<file path="src/hw/rtl/fspa_pkg.sv">
package fspa_pkg;

    // Configuration port
    localparam int CFG_IDX_W  = 1;
    localparam int CFG_DATA_W = 32;
    localparam logic [CFG_IDX_W-1:0] CFG_ACTIVE = 1'd0;
    localparam logic [CFG_IDX_W-1:0] CFG_EXPIRY = 1'd1;

    // Operation codes
    localparam logic [2:0] MODE_ALLOC   = 3'd0;
    localparam logic [2:0] MODE_REF     = 3'd1;
    localparam logic [2:0] MODE_RELEASE = 3'd2;
    localparam logic [2:0] MODE_FORCE   = 3'd3;
    localparam logic [2:0] MODE_DROP    = 3'd4;
    localparam logic [2:0] MODE_LOOKUP  = 3'd5;

    // Result codes
    localparam logic [2:0] ST_OK     = 3'd0;
    localparam logic [2:0] ST_LAST   = 3'd1;
    localparam logic [2:0] ST_BAD    = 3'd2;
    localparam logic [2:0] ST_STALE  = 3'd3;
    localparam logic [2:0] ST_DOUBLE = 3'd4;
    localparam logic [2:0] ST_FULL   = 3'd5;

    localparam logic [15:0] REF_MAX    = 16'hFFFF;
    localparam logic [6:0]  USE_MAX    = 7'd127;
    localparam logic [6:0]  EXPIRE_MAX = 7'd127;
    // Slot count never exceeds what the 7-bit active register can name
    localparam int SLOT_CAP = 128;

    typedef struct packed {
        logic [2:0]  mode;
        logic [15:0] slot_index;
        logic [15:0] cookie_gen;
        logic [31:0] current_tick;
    } in_word_t;

    typedef struct packed {
        logic [2:0]  status;
        logic [5:0]  granted_slot;
        logic [15:0] granted_gen;
        logic [31:0] slot_birth;
        logic [6:0]  expired_count;
        logic [6:0]  free_slots;
        logic [6:0]  used_slots;
    } out_word_t;

    // One slot as held in memory
    typedef struct packed {
        logic [15:0] ref_cnt;
        logic [15:0] gen;
        logic [31:0] birth;
    } slot_entry_t;

    // How an accepted word is handled
    typedef enum logic [1:0] {
        K_QUICK,
        K_SINGLE,
        K_SCAN
    } kind_t;

    typedef struct packed {
        logic accept;
        logic clr_step;
        logic eval;
        logic scan_step;
        logic load_out;
    } ctrl_cmd_t;

    typedef struct packed {
        kind_t kind;
        logic  clear_last;
        logic  scan_done;
    } dp_stat_t;

endpackage

</file>
<file path="src/hw/rtl/fspa_ctrl.sv">
module fspa_ctrl (
    input  logic                 clk,
    input  logic                 rst_n,
    input  logic                 req_valid,
    output logic                 req_stall,
    output logic                 rsp_valid,
    input  logic                 rsp_stall,
    input  fspa_pkg::dp_stat_t   stat,
    output fspa_pkg::ctrl_cmd_t  cmd
);

    typedef enum logic [2:0] {
        S_CLEAR,
        S_IDLE,
        S_EVAL,
        S_SCAN,
        S_FINISH
    } state_t;

    state_t state_reg, state_next;
    logic   out_valid_reg, out_valid_next;

    // Next state and datapath commands
    always_comb
    begin
        cmd            = '0;
        state_next     = state_reg;
        out_valid_next = out_valid_reg && rsp_stall;
        case (state_reg)
            S_CLEAR:
            begin
                cmd.clr_step = 1'b1;
                if (stat.clear_last)
                begin
                    state_next = S_IDLE;
                end
            end
            S_IDLE:
            begin
                if (req_valid)
                begin
                    cmd.accept = 1'b1;
                    case (stat.kind)
                        fspa_pkg::K_SINGLE: state_next = S_EVAL;
                        fspa_pkg::K_SCAN:   state_next = S_SCAN;
                        default:            state_next = S_FINISH;
                    endcase
                end
            end
            S_EVAL:
            begin
                cmd.eval   = 1'b1;
                state_next = S_FINISH;
            end
            S_SCAN:
            begin
                cmd.scan_step = 1'b1;
                if (stat.scan_done)
                begin
                    state_next = S_FINISH;
                end
            end
            S_FINISH:
            begin
                // hand over once the output register is free or being drained
                if (!out_valid_reg || !rsp_stall)
                begin
                    cmd.load_out   = 1'b1;
                    out_valid_next = 1'b1;
                    state_next     = S_IDLE;
                end
            end
            default:
            begin
                state_next = S_IDLE;
            end
        endcase
    end

    // State and output valid
    always_ff @(posedge clk or negedge rst_n)
    begin
        if (!rst_n)
        begin
            state_reg     <= S_CLEAR;
            out_valid_reg <= 1'b0;
        end
        else
        begin
            state_reg     <= state_next;
            out_valid_reg <= out_valid_next;
        end
    end

    assign req_stall = (state_reg != S_IDLE);
    assign rsp_valid = out_valid_reg;

endmodule

</file>
<file path="config.mk">
export PLATFORM = sky130hd
export DESIGN_NAME = fspa_ctrl
export DESIGN_NICKNAME = d
export VERILOG_FILES = /design/src/hw/rtl/fspa_pkg.sv /design/src/hw/rtl/fspa_ctrl.sv
export SDC_FILE = /design/constraint.sdc
export NUM_CORES = 1
export LEC_CHECK = 0
export ABC_AREA = 1
export BUFFER_PORTS_ARGS = -buffer_cell sky130_fd_sc_hd__buf_4
export CELL_PAD_IN_SITES_DETAIL_PLACEMENT = 1
export CELL_PAD_IN_SITES_GLOBAL_PLACEMENT = 1
export CORE_AREA = 3 3 40 42
export DETAILED_ROUTE_END_ITERATION = 10
export DIE_AREA = 0 0 43 45
export PLACE_DENSITY_LB_ADDON = 0.2
export SLEW_MARGIN = 0
export SYNTH_ARGS = -nofsm -noshare
export SYNTH_HDL_FRONTEND = slang
export SYNTH_SLANG_ARGS = --single-unit
</file>
<file path="constraint.sdc">
create_clock -name clk -period 1.4 [get_ports clk]
set_input_delay 0.21 -clock clk [delete_from_list [all_inputs] [get_ports clk]]
set_output_delay 0.21 -clock clk [all_outputs]
set_load 0.02 [all_outputs]
</file>
==> flow_summary.json, run 1 <==
{
  "worstSetupPathType": "flop to output pin",
  "path_delay_family": "flip-flops",
  "antenna_found_initial": 0,
  "antenna_cells": 0,
  "dp_hpwl_um": 702,
  "hold_depth": 3,
  "path_buf_inv": 1,
  "grt.total_usage_pct": 10.0,
  "largest_reg_flops": 3,
  "cts_sinks": 4,
  "h-tree-depth": 1,
  "slowest_stage": "dfrtp_2",
  "p_per_area_nw_per_um2": 2280,
  "gr-total-overflow": 0,
  "worst_setup_path_start_kind": "flop",
  "synth_cell_types": 18,
  "drtPass1Iterations": 4,
  "die_w_um": 43,
  "synthArstFlopShare_pct": 100,
  "yosysWarnings": 0,
  "avgSynthCellArea_um2": 7.48,
  "tns_ns": 0,
  "clockRootBuffer": "clkbuf_4",
  "wl_per_cell_um": 11.3,
  "post_synth_instance_area_um2": 337,
  "pwr-share-clk_pct": 11.0,
  "fin_skew_ns": 0.000751,
  "critPathRequiredTime_ns": 1.19,
  "clk_latency_ns": 0.23,
  "drt_iter0_markers": 3,
  "worstRegToRegCells": 5,
  "relSlewSlack_pct": 84.2,
  "power.leakage_nw": 0.280,
  "cts_tree": "built",
  "synth_top_area_share_pct": 29.7,
  "routabilityCongestion": 0.719,
  "final_area_um2": 552,
  "synthFlopType": "dfrtp_1",
  "worst_slew_pin_slew_ns": 0.236,
  "cp.arrival_ns": 1.16,
  "synth-edff-count": 0,
  "fillCellCount": 164,
  "total_power_w": 0.00126,
  "syn_inst": 45,
  "nets": 79,
  "max_freq_mhz": 728,
  "synth_top_cell_by_area": "dfrtp_1",
  "post-route-period-util_pct": 98.1,
  "ys_ff_latch": 4,
  "cp.depth": 4,
  "slew_violations": 0,
  "cts_buffer_depth": 2,
  "cap_violations": 0,
  "crit_fanout": 5,
  "drive_gt1_share_pct": 57.4,
  "via_per_inst": 4.43,
  "grt_pass1_wl_um": 1410,
  "fin_crit_ns": 1.37,
  "synth_seq_area_share_pct": 29.7,
  "grt_pass1_vias": 352,
  "initial_utilization_pct": 26.2,
  "core_um2": 1280,
  "vdd_drop_max_uv": 901,
  "end_kind": "output pin",
  "io_buffers": 14,
  "rows": 13,
  "rsz0062_at_grt": "yes",
  "area_growth_pct": 63.9,
  "drt-total-wl_um": 940,
  "yosys-top-cells-count": "inv_1, nand2_1, nand3_1",
  "p_seq_share_pct": 21.1,
  "fp.dieArea_um2": 1940,
  "io_pins": 15,
  "pwr-share-comb_pct": 67.9,
  "setup_viol": 0,
  "vias": 368,
  "hold_ws_ns": 0.244,
  "cts_made_buffers": 3,
  "path_clk_slew_ns": 0.04,
  "status": "finished clean",
  "swShare_pct": 47.9,
  "dpl_cell_area_um2": 445,
  "ant_nets": 0,
  "grt_max_degree": 7,
  "cp_slowest_stage_delay_ns": 0.44,
  "syn_nets": 54,
  "intPower_w": 0.000655,
  "path_cells": "nor2_4 > nand2_2 > a21oi_2 > buf_4",
  "hold_path_class": "input port to flop",
  "die_h_um": 45,
  "p_sw_w": 0.000602,
  "hold_violations": 0,
  "synthTopCellsByArea": "dfrtp_1, inv_1, nand2_1, nand3_1, nor2_4",
  "drc": 0
}
## metal layers
layer  global-route usage (%)  wire length [µm]  part of all wire (%)  vias to the layer above
met2                     17.4               520                    55                       10
met3                     1.20                45                   4.8                        0
li1                         -                 -                     -                      187
met4                     7.23                 0                     0                        0
met5                        0                 0                     0                        -
met1                     11.4               375                    40                      171
## per-stage QoR
step	worst slack (ns)	std cells	util [%]
after CTS	-0.00370	79	39.0
after floorplan	0.113	45	-
after global routing	-0.0503	83	42.9
final	0.0266	83	42.9
after detailed placement	0.150	73	34.7
after global placement	0.157	73	34.7
## path summary, 6_finish.rpt
kind	from	end	slack (ns)
worst max-delay path	state_reg[0]	cmd[0]	0.03
worst min-delay path	rsp_stall	rsp_valid	0.24
worst max register to register	state_reg[2]	state_reg[0]	0.17
worst min register to register	rsp_valid	rsp_valid	0.58
max in group asynchronous	rst_n	state_reg[2]	0.97
min in group asynchronous	rst_n	state_reg[1]	0.32
## worst register-to-register path, cell delays in order (launching register included)
cell and delay [ns]:
dfrtp_2 0.44, buf_4 0.17, nor3_4 0.26, nor2_2 0.09, nand3_1 0.10, nand2_1 0.06
## power by group through the flow
| stage | Sequential, W | Combinational [W] | Clock, W |
|---|---|---|---|
| finish | 0.000265 | 0.000854 | 0.000138 |
| floorplan | 0.000236 | 0.000481 | 0 |
| CTS | 0.000263 | 0.000735 | 0.000146 |
| detailed placement | 0.000253 | 0.000672 | 0 |
| global placement | 0.000251 | 0.000663 | 0 |
| global route | 0.000274 | 0.000938 | 0.000154 |
## cell usage in the layout, fill, tap and decap left out
master	count
dfrtp_1	1
nand3_1	5
nor2_4	4
nand2_4	1
buf_4	19
buf_6	1
clkinv_1	1
nand3_2	1
inv_1	6
dfrtp_2	3
nand2_1	7
nor2_2	2
a21oi_2	1
dlygate4sd3_1	1
a31oi_1	1
nand2_2	1
inv_2	2
ha_1	1
nor3_1	2
nor3_4	1
nor2_1	3
nand3b_1	1
clkbuf_4	3
## logic make-up (layout without fill, tap and decap cells)
logic type | Yosys count | after routing | share of synthesized area [%]
AO/OA/AOI/OAI | 2 | 2 | 3.35
adder cells (fa/ha/maj) | 1 | 1 | 3.72
buffers and inverters | 10 | 33 | 14.5
flip-flops | 4 | 4 | 29.7
AND/OR/NAND/NOR | 28 | 28 | 48.7
## cell type report
type / count / area, µm² / area share [%]
Clock buffer: 3 / 22.5 / 4.08
Multi-Input combinational cell: 31 / 209 / 37.9
Sequential cell: 4 / 104 / 18.8
Inverter: 9 / 33.8 / 6.12
Tap cell: 15 / 18.8 / 3.40
Timing Repair Buffer: 21 / 164 / 29.7
## what timing repair did
| action | CTS | global route |
|---|---|---|
| pin swaps | 1 | 4 |
| hold endpoints to repair | 4 | 0 |
| gates resized for setup | 5 | 5 |
| buffers inserted | 2 | 4 |
| endpoints found under the setup margin | 4 | 3 |
| hold buffers | 1 | 0 |
Power figures use the tool's default switching activity.
==> run 2: changes to the inputs <==
- BUFFER_PORTS_ARGS: -buffer_cell sky130_fd_sc_hd__buf_4 -> -buffer_cell sky130_fd_sc_hd__buf_2
==> run 2 against run 1 <==
Fmax grew 1.6%. Worst setup slack gained 0.022 ns. Highest routed layer unchanged. Clock power hardly changed. Total power decreased by 3.0%. First-iteration DRC count down 67%. Die area did not move. Flip-flop and latch count unchanged. Worst hold slack better by 0.020 ns. Count of clock-buffer cells in the layout unchanged. Wire length fell by 0.85%. Non-clock buffer count rose by 1. Critical path depth unchanged.
==> flow_summary.json, run 2 (synthesized netlist as in run 1, its figures left out) <==
{
  "status": "finished clean",
  "dp_cells": 73,
  "rows": 13,
  "fin_crit_ns": 1.35,
  "slew_violations": 0,
  "antenna_cells": 0,
  "vdd_drop_max_uv": 956,
  "relSlewSlack_pct": 85.2,
  "cts_buffer_depth": 2,
  "final_area_um2": 523,
  "multi_input_area_um2": 204,
  "largest_reg_flops": 3,
  "fillCellCount": 170,
  "clockRootBuffer": "clkbuf_4",
  "routabilityCongestion": 0.688,
  "p_per_area_nw_per_um2": 2330,
  "tns_ns": 0,
  "hold_path_class": "input port to flop",
  "nets": 80,
  "fin_skew_ns": 0.000309,
  "final_cell_mix": "buf_2, buf_4, nand2_1",
  "dpl_cell_area_um2": 410,
  "register_area_um2": 104,
  "drc": 0,
  "rsz0062_at_grt": "yes",
  "layout_commonest_cell": "buf_2",
  "vias": 363,
  "drtPass1Iterations": 2,
  "cap_violations": 0,
  "area_growth_pct": 55.4,
  "core_um2": 1280,
  "ant_nets": 0,
  "grt_use_met2_pct": 20.4,
  "drt-total-wl_um": 932,
  "io_buffers": 14,
  "critPathLaunch": "state_reg[0]",
  "r2r_start": "state_reg[0]",
  "grt_pass1_wl_um": 1490,
  "initial_utilization_pct": 26.2,
  "fp.dieArea_um2": 1940,
  "gr-usage-met3_pct": 1.20,
  "die_h_um": 45,
  "antenna_found_initial": 0,
  "worst_setup_path_start_kind": "flop",
  "use_met1_pct": 10.9,
  "hold_ws_ns": 0.265,
  "wl_per_cell_um": 11.1,
  "post-route-period-util_pct": 96.5,
  "worst_slew_pin_slew_ns": 0.222,
  "grt_max_degree": 6,
  "grt.total_usage_pct": 10.7,
  "h-tree-depth": 1,
  "final_util_pct": 40.7,
  "cp.arrival_ns": 1.14,
  "top_usage_layer": "met2",
  "critPathRequiredTime_ns": 1.19,
  "final_cells": 84,
  "cts_sinks": 4,
  "crit_fanout": 5,
  "path_clk_slew_ns": 0.04,
  "power.leakage_nw": 0.278,
  "cts_tree": "built",
  "setup_viol": 0,
  "drt_iter0_markers": 1,
  "hold_violations": 0,
  "dp_hpwl_um": 692,
  "clk_latency_ns": 0.23,
  "grt_pass1_vias": 378,
  "cts_made_buffers": 3,
  "holdCritStartpoint": "rsp_stall",
  "drive_gt1_share_pct": 59.4,
  "worstSetupPathType": "flop to output pin",
  "via_per_inst": 4.32,
  "max_freq_mhz": 740,
  "io_pins": 15,
  "die_w_um": 43,
  "end_kind": "output pin",
  "gr-total-overflow": 0
}
[run 2: area by class of cell]
type	instances	share of cell area (%)
clock buffers	3	4.31
multi-input cells	31	39.0
repair buffers	22	26.8
flip-flops and latches	4	19.9
inverters	9	6.46
well taps	15	3.59
[run 2: per-stage QoR]
step           total power [W]  worst slack (ns)
6_report               0.00122            0.0486
5_1_grt                0.00133           -0.0432
4_1_cts                0.00112           0.00184
3_5_place_dp          0.000859             0.152
3_3_place_gp          0.000857             0.148
2_1_floorplan         0.000717             0.113
[run 2: critical path, stage by stage (launching register included)]
cell and delay, ns:
dfrtp_2 0.44, nor2_4 0.14, inv_1 0.08, nor2_1 0.10, buf_4 0.15
[run 2: what timing repair did]
item,4_1_cts,5_1_grt
pin swaps,1,3
hold buffers,1,0
hold endpoints to repair,4,0
setup endpoints to repair,4,3
gates cloned,0,0
setup buffers,4,3
gates resized for setup,6,6
[run 2: final timing paths]
kind                                end  slack (ns)  cells after the start
max                              cmd[3]        0.05                      4
min                           rsp_valid        0.26                      3
max reg2reg                state_reg[0]        0.15                      7
min reg2reg                   rsp_valid        0.58                      2
max in group asynchronous  state_reg[0]        0.95                      2
min in group asynchronous     rsp_valid        0.32                      2
[run 2: per-layer routing]
layer / share of wire (%) / wire length, µm
met1: 38 / 358
met2: 57 / 527
met3: 4.9 / 46
met4: 0 / 0
met5: 0 / 0
[run 2: power by group]
| part | internal (W) | switching [W] |
|---|---|---|
| clock | 0.0000955 | 0.0000410 |
| combinational | 0.000354 | 0.000467 |
| sequential | 0.000178 | 0.0000829 |
==> run 3: changes to the inputs <==
- REMOVE_ABC_BUFFERS: not set -> 1
==> run 3 against run 2 <==
Total power shrank 9.9%. Worst hold slack worse by 0.019 ns. Core utilization decreased by 3.2 points. Worst setup slack worse by 0.0065 ns. Combinational power is 15% lower. Sequential power barely moved. Sequential share of layout area up 1.7 points. Cell area is 7.9% lower. Critical path type unchanged.
==> flow_summary.json, run 3 (synthesized netlist as in run 1, its figures left out) <==
{
  "h-tree-depth": 1,
  "post-route-period-util_pct": 97.0,
  "largest_reg_flops": 3,
  "dp_hpwl_um": 695,
  "dpl_cell_area_um2": 410,
  "end_kind": "output pin",
  "drtPass1Iterations": 2,
  "path_cells": "inv_2 > nor2_4 > nand2_2 > nor2_1 > buf_4",
  "cap_violations": 0,
  "setup_viol": 0,
  "cp.arrival_ns": 1.15,
  "cp.depth": 5,
  "relSlewSlack_pct": 85.3,
  "vdd_drop_max_uv": 913,
  "status": "finished clean",
  "rows": 13,
  "cts_made_buffers": 3,
  "worstRegToRegCells": 5,
  "antenna_cells": 0,
  "fin_skew_ns": 0.00517,
  "hold_violations": 0,
  "crit_fanout": 5,
  "grt_pass1_vias": 321,
  "worstSetupPathType": "flop to output pin",
  "die_h_um": 45,
  "path_delay_family": "flip-flops",
  "p_per_area_nw_per_um2": 2280,
  "hold_path_class": "input port to flop",
  "drt-total-wl_um": 813,
  "grt_max_degree": 6,
  "final_util_pct": 37.5,
  "total_power_w": 0.00110,
  "hold_ws_ns": 0.245,
  "cts_tree": "built",
  "rsz0062_at_grt": "yes",
  "grt.total_usage_pct": 10.1,
  "cp_slowest_stage_delay_ns": 0.41,
  "wl_per_cell_um": 10.3,
  "final_area_um2": 482,
  "final_cell_mix": "buf_2, nand2_1, inv_1",
  "grt_pass1_wl_um": 1370,
  "fp.dieArea_um2": 1940,
  "worst_setup_path_start_kind": "flop",
  "slew_violations": 0,
  "area_growth_pct": 43.1,
  "drc": 0,
  "io_buffers": 14,
  "critPathRequiredTime_ns": 1.19,
  "worst_slew_pin_slew_ns": 0.220,
  "fin_crit_ns": 1.36,
  "layout_commonest_cell": "buf_2",
  "via_per_inst": 4.43,
  "cts_sinks": 4,
  "die_w_um": 43,
  "max_freq_mhz": 736,
  "drt_iter0_markers": 5,
  "vias": 350,
  "nets": 75,
  "routabilityCongestion": 0.692,
  "clk_latency_ns": 0.24,
  "core_um2": 1280,
  "initial_utilization_pct": 26.2,
  "ant_nets": 0,
  "power.leakage_nw": 0.252,
  "worst_slack_ns": 0.0421,
  "dp_worst_setup_slack_ns": 0.148,
  "gr-total-overflow": 0,
  "clockRootBuffer": "clkbuf_4",
  "drive_gt1_share_pct": 53.1,
  "path_clk_slew_ns": 0.04,
  "fillCellCount": 172,
  "path_buf_inv": 2,
  "cts_buffer_depth": 2,
  "hold_depth": 3,
  "slowest_stage": "dfrtp_2",
  "antenna_found_initial": 0,
  "io_pins": 15
}
run 3: changes by cell type in the layout (fill, tap and decap cells not counted):
cell	before	now
buf_6	0	1
nor2_2	3	2
nor2_1	3	4
clkinv_1	0	1
inv_2	3	2
nand2_2	1	2
nand2_4	1	0
buf_4	10	4
run 3: cell type report:
type | count | area [µm²] | share of cell area (%)
clock buffers | 3 | 22.5 | 4.68
inverters | 9 | 33.8 | 7.01
multi-input cells | 31 | 196 | 40.8
flip-flops and latches | 4 | 104 | 21.6
well taps | 15 | 18.8 | 3.90
repair buffers | 17 | 106 | 22.1
run 3: worst min-delay path, stage by stage:
cell,delay (ns)
buf_2,0.10
nand2_1,0.07
nand2_1,0.07
run 3: what timing repair did:
action | 4_1_cts | 5_1_grt
hold buffers | 1 | 0
gates resized for setup | 7 | 3
pin swaps | 1 | 0
setup endpoints to repair | 4 | 3
buffers inserted | 2 | 0
endpoints found under the hold margin | 4 | 0
run 3: where the power goes:
group / leakage [nW] / internal (W) / switching (W) / total, W
logic: 0.190 / 0.000274 / 0.000420 / 0.000694
registers: 0.0476 / 0.000178 / 0.0000800 / 0.000258
clock network: 0.0138 / 0.0000960 / 0.0000497 / 0.000146
total: 0.252 / 0.000549 / 0.000549 / 0.00110
run 3: final timing paths:
kind	from	slack, ns	endpoint
setup reg to reg	state_reg[2]	0.21	state_reg[2]
max in group asynchronous	rst_n	0.97	state_reg[2]
hold / removal	rsp_stall	0.25	rsp_valid
setup / recovery	state_reg[0]	0.04	cmd[4]
hold reg to reg	rsp_valid	0.56	rsp_valid
min in group asynchronous	rst_n	0.30	state_reg[1]
run 3: through the flow:
stage	cells	TNS, ns
after global placement	73	0
after detailed placement	73	0
after floorplan	44	0
final	79	0
after CTS	79	0
after global routing	79	-0.0943
run 3: routing by layer:
| metal | global-route usage (%) | vias to the layer above | part of all wire, % |
|---|---|---|---|
| met4 | 9.04 | 0 | 2.6 |
| li1 | - | 180 | - |
| met2 | 14.1 | 9 | 49 |
| met1 | 12.6 | 159 | 43 |
| met3 | 2.79 | 2 | 5.0 |
| met5 | 0 | - | 0 |
